`config.mk`:
```
export PLATFORM = sky130hd
export DESIGN_NAME = ffsc_div
export DESIGN_NICKNAME = d
export VERILOG_FILES = /design/src/ffsc_pkg.sv /design/src/ffsc_div.sv
export SDC_FILE = /design/constraint.sdc
export NUM_CORES = 1
export LEC_CHECK = 0
export BUFFER_PORTS_ARGS = -buffer_cell sky130_fd_sc_hd__buf_2
export CAP_MARGIN = 20
export CORE_ASPECT_RATIO = 2
export CORE_MARGIN = 3
export CORE_UTILIZATION = 50
export CTS_CLUSTER_SIZE = 8
export DETAILED_ROUTE_END_ITERATION = 6
export GPL_TIMING_DRIVEN = 0
export PLACE_DENSITY = 0.73
export REMOVE_ABC_BUFFERS = 1
export SYNTH_ARGS = -nofsm -noshare
export SYNTH_HDL_FRONTEND = slang
export SYNTH_SLANG_ARGS = --single-unit
export TNS_END_PERCENT = 100
```
`constraint.sdc`:
```
create_clock -name clk -period 5.9 [get_ports clk]
set_input_delay 0.885 -clock clk [delete_from_list [all_inputs] [get_ports clk]]
set_output_delay 0.885 -clock clk [all_outputs]
set_load 0.05 [all_outputs]
```
`src/ffsc_pkg.sv`:
```
// Flat-field sensitivity correction: shared types, state codes and constants.
// No dependencies; used by every module of the block.
package ffsc_pkg;

  localparam int SAMPLE_W   = 16;
  localparam int DIVISOR_W  = 10;
  localparam int GAIN_W     = 26;
  localparam int QUOT_W     = 32;
  localparam int PROD_W     = 42;
  localparam int CORR_W     = 34;
  localparam int INDEX_W    = 12;
  localparam int OUT_SHIFT  = 8;

  localparam logic [DIVISOR_W-1:0] DIVISOR_RESET = 10'd100;

  localparam logic CMD_LOAD    = 1'b0;
  localparam logic CMD_CORRECT = 1'b1;

  typedef struct packed {
    logic                command;
    logic                frame_start;
    logic [SAMPLE_W-1:0] map_sample;
    logic [SAMPLE_W-1:0] proj_pixel;
  } item_t;

  typedef struct packed {
    logic [CORR_W-1:0]  corrected_pixel;
    logic [GAIN_W-1:0]  gain_value;
    logic               below_threshold;
    logic               no_reference;
    logic [INDEX_W-1:0] pixel_index;
  } result_t;

  typedef enum logic [2:0] {
    S_IDLE,
    S_READ,
    S_CMP,
    S_DIV,
    S_MUL,
    S_OUT
  } state_t;

endpackage

```
`src/ffsc_div.sv`:
```
// Restoring divider: (num * 2^16) / den, one quotient bit per cycle.
// Depends on ffsc_pkg for widths; den must be nonzero when started.
module ffsc_div (
  input  logic                          clk,
  input  logic                          rst,
  input  logic                          start,
  input  logic [ffsc_pkg::SAMPLE_W-1:0] num,
  input  logic [ffsc_pkg::SAMPLE_W-1:0] den,
  output logic                          valid,
  output logic [ffsc_pkg::QUOT_W-1:0]   quotient
);

  localparam int CNT_W = $clog2(ffsc_pkg::QUOT_W);

  logic                          busy;
  logic [CNT_W-1:0]              cnt;
  logic [ffsc_pkg::SAMPLE_W-1:0] rem;
  logic [ffsc_pkg::SAMPLE_W-1:0] den_reg;
  logic [ffsc_pkg::SAMPLE_W:0]   shifted;
  logic [ffsc_pkg::SAMPLE_W:0]   diff;

  assign shifted = {rem, quotient[ffsc_pkg::QUOT_W-1]};
  assign diff    = shifted - {1'b0, den_reg};

  always_ff @(posedge clk) begin
    if (rst) begin
      busy  <= 1'b0;
      valid <= 1'b0;
      cnt   <= '0;
    end else if (start) begin
      busy  <= 1'b1;
      valid <= 1'b0;
      cnt   <= '0;
    end else if (busy) begin
      cnt <= cnt + 1'b1;
      if (cnt == CNT_W'(ffsc_pkg::QUOT_W - 1)) begin
        busy  <= 1'b0;
        valid <= 1'b1;
      end
    end
  end

  always_ff @(posedge clk) begin
    if (start) begin
      rem      <= '0;
      den_reg  <= den;
      quotient <= {num, {(ffsc_pkg::QUOT_W - ffsc_pkg::SAMPLE_W){1'b0}}};
    end else if (busy) begin
      if (!diff[ffsc_pkg::SAMPLE_W]) begin
        rem      <= diff[ffsc_pkg::SAMPLE_W-1:0];
        quotient <= {quotient[ffsc_pkg::QUOT_W-2:0], 1'b1};
      end else begin
        rem      <= shifted[ffsc_pkg::SAMPLE_W-1:0];
        quotient <= {quotient[ffsc_pkg::QUOT_W-2:0], 1'b0};
      end
    end
  end

endmodule

```
Word-level counts from Yosys, hierarchy flattened
Index checks and enable logic that the tools add are counted.
Word-level totals
  register bits after elaboration: 71
  logic and storage cells: 20
Operators by class
  add/subtract/negate cells: 2
  equal/unequal tests: 1
  mux-type cells: 7
  reductions and logical operators: 3
Operators by type and width (number)
  two-way mux 32 bit: 2
  subtractor 17 x 16 -> 17 bit: 1
  two-way mux 16 bit: 1
  adder 5 x 1 -> 5 bit (second input constant): 1
  equality test 5 bit (second input constant): 1
  two-way mux 1 bit: 4
  AND reduction 2 bit: 1
  nonzero test 2 bit: 1
  OR reduction 2 bit: 1

Longest topological paths before layout
Gate-level depths: netlist (run 1).
  depth after elaboration: 4
  depth in mapped cells: 11

Worst setup path after synthesis (run 1)
Ideal clock, no wire load.
  kind: reg2reg
  from: reg quotient[31] (netlist bit)
  to: reg rem[13] (netlist bit)
  library setup time: 0.116 ns
  data arrival time: 2.798 ns
  data required time: 5.784 ns
  path slack: 2.986 ns
  stages on the path, launching flop included: 12
  buffers on the path: 1
  period minus slack after synthesis: 2.914 ns
  cells stage by stage: edfxtp_1 -> inv_1 -> ha_1 -> fa_1 -> nand2b_1 -> a21oi_1 -> o31ai_4 -> o21ai_4 -> xnor2_4 -> buf_8 -> o31ai_1 -> a31o_2
On the way
  longest elaborated chain between the ends: 2
Ends and longest elaborated chain
  from (decl): line ffsc_div.sv:10  | output logic [ffsc_pkg::QUOT_W-1:0] quotient
  from (signal assigned): line ffsc_div.sv:47  | quotient <= {num, {(ffsc_pkg::QUOT_W - ffsc_pkg::SAMPLE_W){1'b0}}};
  from (signal assigned): line ffsc_div.sv:51  | quotient <= {quotient[ffsc_pkg::QUOT_W-2:0], 1'b1};
  from (signal assigned): line ffsc_div.sv:54  | quotient <= {quotient[ffsc_pkg::QUOT_W-2:0], 1'b0};
  subtractor 17 x 16 -> 17 bit: line ffsc_div.sv:23  | assign diff = shifted - {1'b0, den_reg};
  two-way mux 16 bit: line ffsc_div.sv:49  | if (!diff[ffsc_pkg::SAMPLE_W]) begin
  to (signal assigned): line ffsc_div.sv:50  | rem <= diff[ffsc_pkg::SAMPLE_W-1:0];
  to (signal assigned): line ffsc_div.sv:53  | rem <= shifted[ffsc_pkg::SAMPLE_W-1:0];
  to (decl): line ffsc_div.sv:17  | logic [ffsc_pkg::SAMPLE_W-1:0] rem;
No other way between the ends.
A chain may end at the register's enable or synchronous reset.

Worst setup path in the final report (run 1)
  from: reg quotient[31] (netlist bit)
  to: reg rem[10] (netlist bit)
The elaborated chain is that of the path after synthesis.

==> results of run 1 <==
==> per-layer routing <==
metal,share of wire [%],up-vias,GRT usage [%]
met5,0,-,0
met4,2.4,0,8.97
met3,2.8,14,4.21
met2,58,44,34.5
met1,37,1313,20.2
li1,-,1379,-
==> metrics by stage <==
step / instances / worst slack (ns) / total power, mW / utilization [%]
after detailed placement: 491 / 3.02 / 0.869 / 58.1
after global routing: 508 / 2.85 / 1.46 / 62.4
final: 508 / 3.07 / 1.39 / 62.4
after global placement: 489 / 2.46 / 0.861 / 57.5
after floorplan: 332 / 2.99 / 0.797 / -
after CTS: 507 / 3.04 / 1.41 / 62.3
==> power breakdown <==
| part | switching (mW) | total, mW | internal (mW) |
|---|---|---|---|
| logic | 0.172 | 0.289 | 0.116 |
| registers | 0.0209 | 0.569 | 0.549 |
| clock network | 0.206 | 0.533 | 0.328 |
| total | 0.399 | 1.39 | 0.993 |
==> logic make-up after synthesis <==
| family | count (synthesis) | synth area share, % |
|---|---|---|
| compound gates | 76 | 16.3 |
| xor+xnor | 20 | 5.23 |
| fa+ha+maj | 19 | 6.61 |
| buf+inv | 43 | 5.16 |
| flops | 71 | 46.9 |
| mux | 30 | 8.09 |
| simple gates | 94 | 11.7 |
==> synth_stat cells (2+ instances only) <==
cell type   n  area, um^2
nand2_1    15        56.3
o21bai_1    4        30.0
clkbuf_1   13        48.8
o21ai_0     7        35.0
xnor2_1    13         114
nor3b_1     2        15.0
and3_1      4        25.0
nand3_1     4        20.0
xor2_1      6        52.6
inv_1      22        82.6
a21o_2      3        26.3
and2_1      3        18.8
mux2i_1    30         300
clkbuf_2    3        15.0
a211oi_1   12        90.1
a22o_1     14         123
nor2b_1     2        12.5
buf_6       2        22.5
a21oi_2     3        26.3
o211ai_1    3        22.5
o21a_1      2        15.0
nand2b_1    5        31.3
a21oi_1    12        60.1
nor2_1     48         180
edfxtp_1   32         961
dfxtp_1    39         781
buf_1       2        7.51
or2_2       2        12.5
ha_1       18         225
nand4_1     2        12.5
==> final timing paths <==
path                     start  slack, ns      end
hold reg to reg          valid       0.47    valid
setup / recovery  quotient[31]       3.07  rem[10]
setup reg to reg  quotient[31]       3.07  rem[10]
hold / removal           valid       0.47    valid
==> layout make-up <==
type                            count  share of cell area (%)
Multi-Input combinational cell    239                    40.4
Sequential cell                    71                    39.6
Timing Repair Buffer               70                    8.71
Clock buffer                        9                    5.12
Tap cell                           90                    2.56
Inverter                           22                    1.88
Clock inverter                      7                    1.65
==> tightest hold or removal path, cell delays in order, from the launching register on <==
cell and delay (ns):
dfxtp_1 0.32, a21oi_1 0.04, nor2_1 0.07
==> impl_metrics.py, run 1 <==
metrics = {
    "sta": {
        "finClkSkew_ns": 0.00842,
        "grt_setup_unrepaired": "false",
        "worst_pin_slew_ns": 0.695,
        "max_freq_ghz": 0.354,
        "setup_tns_ns": 0,
        "setup_violations": 0,
        "slew_violations": 0,
        "fin_crit_ns": 2.83,
        "final_hold_viol_count": 0,
        "holdWs_ns": 0.465,
        "post-route-period-util_pct": 47.9,
        "max_slew_margin_pct": 53.7,
    },
    "drt": {
        "wl_per_cell_um": 14.7,
        "drcViolationCount": 0,
        "vias_per_cell": 5.41,
        "drt-total-wl_um": 7490,
        "ant_nets": 0,
        "firstDrtPassIters": 5,
        "drt_iter0_drc": 109,
        "dr_total_vias": 2750,
    },
    "critical_path": {
        "critPathMaxFanout": 16,
        "arrival_ns": 3.07,
        "end_kind": "register",
        "critPathSlowestCell": "fa_1",
        "critPathMaxStageDelay_ns": 0.41,
        "startpoint_type": "register",
        "cp.depth": 10,
        "crit_family": "compound AO/OA/AOI/OAI gates",
        "path_class": "register to register",
        "cp_cell_sequence": "inv_1 -> ha_1 -> fa_1 -> nand2b_1 -> a21oi_1 -> o31ai_4 -> o21ai_4 -> xnor2_4 -> mux2i_1 -> a211oi_1",
        "crit_buf_inv": 1,
        "cp.required_ns": 6.14,
        "r2r_cells": 10,
    },
    "final_layout": {
        "seq_area_um2": 1740,
        "mostFrequentLayoutCells": "buf_2, nor2_1, dfxtp_1",
        "nNetsFinal": 467,
        "drive_gt1_share_pct": 24.6,
        "final_common_cell": "buf_2",
        "nFillCells": 609,
        "multiInputGateArea_um2": 1780,
        "synthToLayoutAreaGrowth_pct": 18.5,
        "diodes": 0,
        "fin_area_um2": 4400,
        "largest_register_ffs": 32,
    },
    "synthesis": {
        "netlist_instances": 353,
        "syn_area_um2": 3710,
        "yosysSeqAreaShare_pct": 46.9,
        "synth_area_per_cell_um2": 10.5,
        "yosys_warnings": 0,
        "synth.distinct_cells": 56,
        "synth-async-reset-ratio_pct": 0,
        "ys.flop_type": "dfxtp_1",
        "ys_seq_elements": 71,
        "synth-edff-count": 32,
    },
    "clock_network": {
        "clk_pin_slew_ns": 0.06,
        "clock_latency_ns": 0.33,
        "cts.sinks": 71,
        "htree_levels": 3,
        "post_cts_buffers": 0,
        "cts_root_buf": "clkbuf_16",
        "cts_hold_buf": 0,
        "cts_resized": 0,
        "cts_buffers": 9,
        "cts_buffer_depth": 2,
        "cts_tree": "done",
    },
    "placed_design": {
        "place_area_um2": 4090,
        "place_hpwl_um": 5400,
        "portBuffers": 67,
        "gp_congestion": 0.900,
    },
    "floorplan": {
        "fp.dieH_um": 128,
        "die-area_um2": 8550,
        "dieWidth_um": 66.9,
        "coreArea_um2": 7050,
        "start_util_pct": 52.7,
        "num_io_pins": 68,
        "num_rows": 43,
    },
    "global_route": {
        "overflow": 0,
        "antenna_found_initial": 0,
        "grt_max_degree": 47,
        "grt_pass1_vias": 2776,
        "grt_pass1_wl_um": 12400,
        "grt_use_total_pct": 19.1,
    },
    "flow_run": {
        "cap_violations": 0,
    },
    "power_and_ir_drop": {
        "vdd_drop_max_mv": 0.197,
        "p_leak_nw": 1.90,
        "power_density_nw_per_um2": 317,
    },
    "run_status": {
        "status": "finished clean",
    },
    "hold_path": {
        "whs_path_depth": 2,
        "hold_class": "register to register",
    },
}
Note: power is estimated with default switching activity, not from simulation.
==> run 2, diff against run 1 <==
- PLACE_DENSITY: 0.73 -> 0.76
- clock period: 5.9 -> 2.5 ns (I/O delays scaled with it)
==> impl_metrics.py, run 2 (synthesis results as in run 1) <==
metrics = {
    "power_and_ir_drop": {
        "clock_power_share_pct": 35.8,
        "fin_total_pwr_mw": 3.33,
        "power_density_nw_per_um2": 725,
        "vdd_drop_max_mv": 0.505,
        "p_int_mw": 2.39,
        "p_seq_share_pct": 40.4,
        "p_sw_share_pct": 28.2,
        "p_sw_mw": 0.941,
        "p_leak_nw": 1.97,
        "p_comb_share_pct": 23.7,
    },
    "drt": {
        "vias_per_cell": 5.47,
        "drt_iter0_drc": 107,
        "drcViolationCount": 0,
        "drt-total-wl_um": 7810,
        "firstDrtPassIters": 4,
        "ant_nets": 0,
        "dr_total_vias": 2850,
        "wl_per_cell_um": 15.0,
    },
    "final_layout": {
        "largest_register_ffs": 32,
        "final_common_cell": "buf_2",
        "synthToLayoutAreaGrowth_pct": 24.0,
        "nNetsFinal": 480,
        "mostFrequentLayoutCells": "buf_2, nor2_1, dfxtp_1",
        "drive_gt1_share_pct": 30.6,
        "diodes": 0,
        "finalNonFillerCells": 521,
    },
    "critical_path": {
        "timing.rr.end": "rem[15]",
        "path_class": "register to register",
        "cp.required_ns": 2.74,
        "startpoint_type": "register",
        "end_kind": "register",
        "r2r_cells": 9,
        "endpoint": "rem[15]",
        "r2r-start": "den_reg[4]",
        "arrival_ns": 2.63,
        "startpoint": "den_reg[4]",
        "worst-r2r-setup-slack_ns": 0.11,
        "critPathMaxFanout": 4,
    },
    "sta": {
        "fin_crit_ns": 2.39,
        "max_slew_margin_pct": 58.3,
        "holdWs_ns": 0.208,
        "post-route-period-util_pct": 95.6,
        "final_hold_viol_count": 0,
        "slew_violations": 0,
        "finClkSkew_ns": 0.00998,
        "max_freq_ghz": 0.418,
        "worst_pin_slew_ns": 0.623,
        "setup_violations": 0,
        "setup_tns_ns": 0,
        "grt_setup_unrepaired": "true",
    },
    "clock_network": {
        "cts_buffers": 9,
        "cts_buffer_depth": 2,
        "cts_root_buf": "clkbuf_16",
        "htree_levels": 3,
        "cts_tree": "done",
        "cts_hold_buf": 0,
        "clk_pin_slew_ns": 0.06,
        "cts.sinks": 71,
        "clock_latency_ns": 0.33,
    },
    "placed_design": {
        "portBuffers": 67,
        "place_hpwl_um": 5430,
        "placedCellCount": 491,
        "gp_congestion": 0.888,
    },
    "global_route": {
        "grt_pass1_vias": 2879,
        "overflow": 0,
        "antenna_found_initial": 0,
        "grt_pass1_wl_um": 12900,
        "grt_max_degree": 41,
        "grt_use_total_pct": 19.5,
    },
    "run_status": {
        "status": "finished clean",
    },
    "floorplan": {
        "start_util_pct": 52.7,
        "num_io_pins": 68,
        "die-area_um2": 8550,
        "fp.dieH_um": 128,
        "num_rows": 43,
        "dieWidth_um": 66.9,
        "coreArea_um2": 7050,
    },
    "flow_run": {
        "cap_violations": 0,
    },
    "hold_path": {
        "hold_class": "input port to register",
    },
}
run 2: cell types whose count changed in the layout (fill, tap and decap cells not counted), sizes merged:
cell,before,now
buf,70,83
bufinv,1,0
clkinv,5,1
inv,23,22
clkbuf,9,15
run 2: how the worst min path moves through the flow:
stage / start / to / depth (start not counted)
CTS: rst / busy / 2
global route: den[12] / den_reg[12] / 1
finish: rst / busy / 2
detailed placement: valid / valid / 2
floorplan: start / rem[1] / 1
global placement: valid / valid / 2
run 2: timing repair:
item,4_1_cts,5_1_grt
endpoints found under the hold margin,0,0
pin swaps,4,12
cloned,0,0
setup endpoints to repair,15,15
resized for setup,10,16
setup buffers,8,6
run 2: cell type report:
type                    count  area [um^2]
fillers                   583         2450
multi-input cells         239         1880
flip-flops and latches     71         1740
repair buffers             83          495
clock buffers              15          278
well taps                  90          113
inverters                  22         82.6
clock inverters             1         5.00
run 2: worst max-delay path: stages (launching register included):
cell,delay (ns)
edfxtp_1,0.35
inv_1,0.07
ha_2,0.31
and2_4,0.19
a221oi_4,0.30
a2111oi_2,0.13
or3b_1,0.41
xnor2_2,0.18
mux2i_1,0.11
a221oi_2,0.25
run 2: layer usage:
layer | global-route usage (%) | vias up | wire [um]
met5 | 0 | - | 0
met4 | 9.09 | 0 | 177
met3 | 4.91 | 15 | 275
li1 | - | 1404 | -
met2 | 34.7 | 59 | 4470
met1 | 21.0 | 1372 | 2890
run 2: power groups by stage:
stage                     combinational [mW]  sequential [mW]  clock [mW]
after detailed placement               0.684             1.37           0
after global routing                   0.856             1.36        1.26
after global placement                 0.655             1.38           0
after floorplan                        0.422             1.46           0
final                                  0.791             1.35        1.19
after CTS                              0.741             1.35        1.21
run 2: metrics by stage:
stage | area, um^2 | worst slack (ns) | util [%]
after CTS | 4480 | 0.000623 | 63.5
after global routing | 4600 | -0.0617 | 65.3
after detailed placement | 4090 | -0.407 | 58.1
final | 4600 | 0.110 | 65.3
after floorplan | 3600 | -0.415 | -
after global placement | 4050 | -0.953 | 57.5
==> run 3, diff against run 2 <==
--- a/config.mk
+++ b/config.mk
@@ -17,2 +17,3 @@
 export REMOVE_ABC_BUFFERS = 1
+export SETUP_SLACK_MARGIN = 0.3
 export SYNTH_ARGS = -nofsm -noshare
==> constraint.sdc (replaced) <==
create_clock -name clk -period 2.5 [get_ports clk]
set_input_delay 0.5 -clock clk [delete_from_list [all_inputs] [get_ports clk]]
set_output_delay 0.5 -clock clk [all_outputs]
set_load 0.05 [all_outputs]
==> impl_metrics.py, run 3 (synthesis results as in run 1) <==
metrics = {
    "clock_network": {
        "cts_root_buf": "clkbuf_16",
        "clock_latency_ns": 0.33,
        "cts_buffer_depth": 2,
        "cts_buffers": 9,
        "cts_tree": "done",
        "clk_pin_slew_ns": 0.05,
        "cts.sinks": 71,
        "htree_levels": 3,
        "cts_hold_buf": 0,
    },
    "critical_path": {
        "arrival_ns": 2.61,
        "startpoint_type": "register",
        "path_class": "register to register",
        "critPathMaxFanout": 8,
        "cp.required_ns": 2.69,
        "end_kind": "register",
    },
    "sta": {
        "finalWorstSetupSlack_ns": 0.0750,
        "slew_violations": 0,
        "final_hold_viol_count": 0,
        "setup_violations": 0,
        "worst_pin_slew_ns": 0.639,
        "post-route-period-util_pct": 97.0,
        "finClkSkew_ns": 0.00775,
        "max_slew_margin_pct": 57.4,
        "grt_setup_unrepaired": "true",
        "fin_crit_ns": 2.43,
        "max_freq_ghz": 0.412,
    },
    "final_layout": {
        "largest_register_ffs": 32,
        "nFillCells": 570,
        "nNetsFinal": 485,
        "final_common_cell": "buf_2",
        "seq_area_um2": 1740,
        "drive_gt1_share_pct": 33.7,
        "mostFrequentLayoutCells": "buf_2, nor2_1, dfxtp_1",
        "diodes": 0,
        "synthToLayoutAreaGrowth_pct": 27.9,
        "multiInputGateArea_um2": 1970,
    },
    "placed_design": {
        "gp_congestion": 0.888,
        "place_hpwl_um": 5430,
        "pre_cts_ws_ns": -0.407,
        "portBuffers": 67,
    },
    "power_and_ir_drop": {
        "vdd_drop_max_mv": 0.506,
        "fin_total_pwr_mw": 3.41,
        "power_density_nw_per_um2": 718,
        "p_leak_nw": 2.01,
    },
    "floorplan": {
        "dieWidth_um": 66.9,
        "num_rows": 43,
        "coreArea_um2": 7050,
        "num_io_pins": 68,
        "start_util_pct": 52.7,
        "fp.dieH_um": 128,
        "die-area_um2": 8550,
    },
    "global_route": {
        "antenna_found_initial": 0,
        "grt_max_degree": 41,
        "overflow": 0,
        "grt_pass1_vias": 2865,
        "grt_pass1_wl_um": 13000,
        "grt_use_total_pct": 19.7,
    },
    "drt": {
        "wl_per_cell_um": 15.3,
        "vias_per_cell": 5.46,
        "dr_total_vias": 2871,
        "firstDrtPassIters": 4,
        "ant_nets": 0,
        "drt-total-wl_um": 8020,
        "drt_iter0_drc": 98,
        "drcViolationCount": 0,
    },
    "run_status": {
        "status": "finished clean",
    },
    "hold_path": {
        "hold_class": "input port to register",
    },
    "flow_run": {
        "cap_violations": 0,
    },
}
[run 3: power by group]
group / internal, mW / switching [mW] / total (mW)
registers: 1.30 / 0.0554 / 1.35
clock network: 0.751 / 0.436 / 1.19
logic: 0.398 / 0.472 / 0.871
total: 2.45 / 0.963 / 3.41
[run 3: layout make-up]
type / instances / area share [%]
Multi-Input combinational cell: 239 / 41.4
Sequential cell: 71 / 36.7
Timing Repair Buffer: 88 / 11.8
Clock buffer: 15 / 5.85
Tap cell: 90 / 2.37
Inverter: 22 / 1.74
Clock inverter: 1 / 0.105
[run 3: final timing paths]
check,start,endpoint,slack [ns],depth (start not counted)
hold / removal,rst,busy,0.34,2
setup / recovery,quotient[31],rem[5],0.07,12
hold reg to reg,valid,valid,0.47,2
setup reg to reg,quotient[31],rem[5],0.07,12
[run 3: stage by stage]
step	cell area (um^2)	TNS (ns)	std cells	hold WS (ns)	utilization (%)
6_report	4750	0	526	0.335	67.4
5_1_grt	4750	-0.0718	526	0.333	67.4
4_1_cts	4570	0	518	0.325	64.9
3_5_place_dp	4090	-4.33	491	0.469	58.1
3_3_place_gp	4050	-22.84	489	0.451	57.5
2_1_floorplan	3600	-5.87	332	0.466	-
[run 3: repair_timing]
item | 4_1_cts | 5_1_grt
endpoints found under the setup margin | 18 | 31
pin swaps | 21 | 18
endpoints found under the hold margin | 0 | 0
gates resized for setup | 25 | 20
buffers inserted | 11 | 8
[run 3: critical path, stage by stage, from the launching register on]
cell      delay (ns)
edfxtp_1        0.34
inv_1           0.05
ha_2            0.19
fa_2            0.35
nand2b_4        0.16
a21oi_4         0.17
o31ai_4         0.09
o21ai_4         0.20
xnor2_4         0.15
buf_12          0.15
buf_4           0.12
mux2i_2         0.21
a211oi_2        0.10
[run 3: layer usage]
metal	track usage, %	up-vias	part of all wire (%)
met1	21.8	1381	37
li1	-	1415	-
met2	34.3	56	57
met4	9.33	0	2.7
met5	0	-	0
met3	4.91	19	3.3
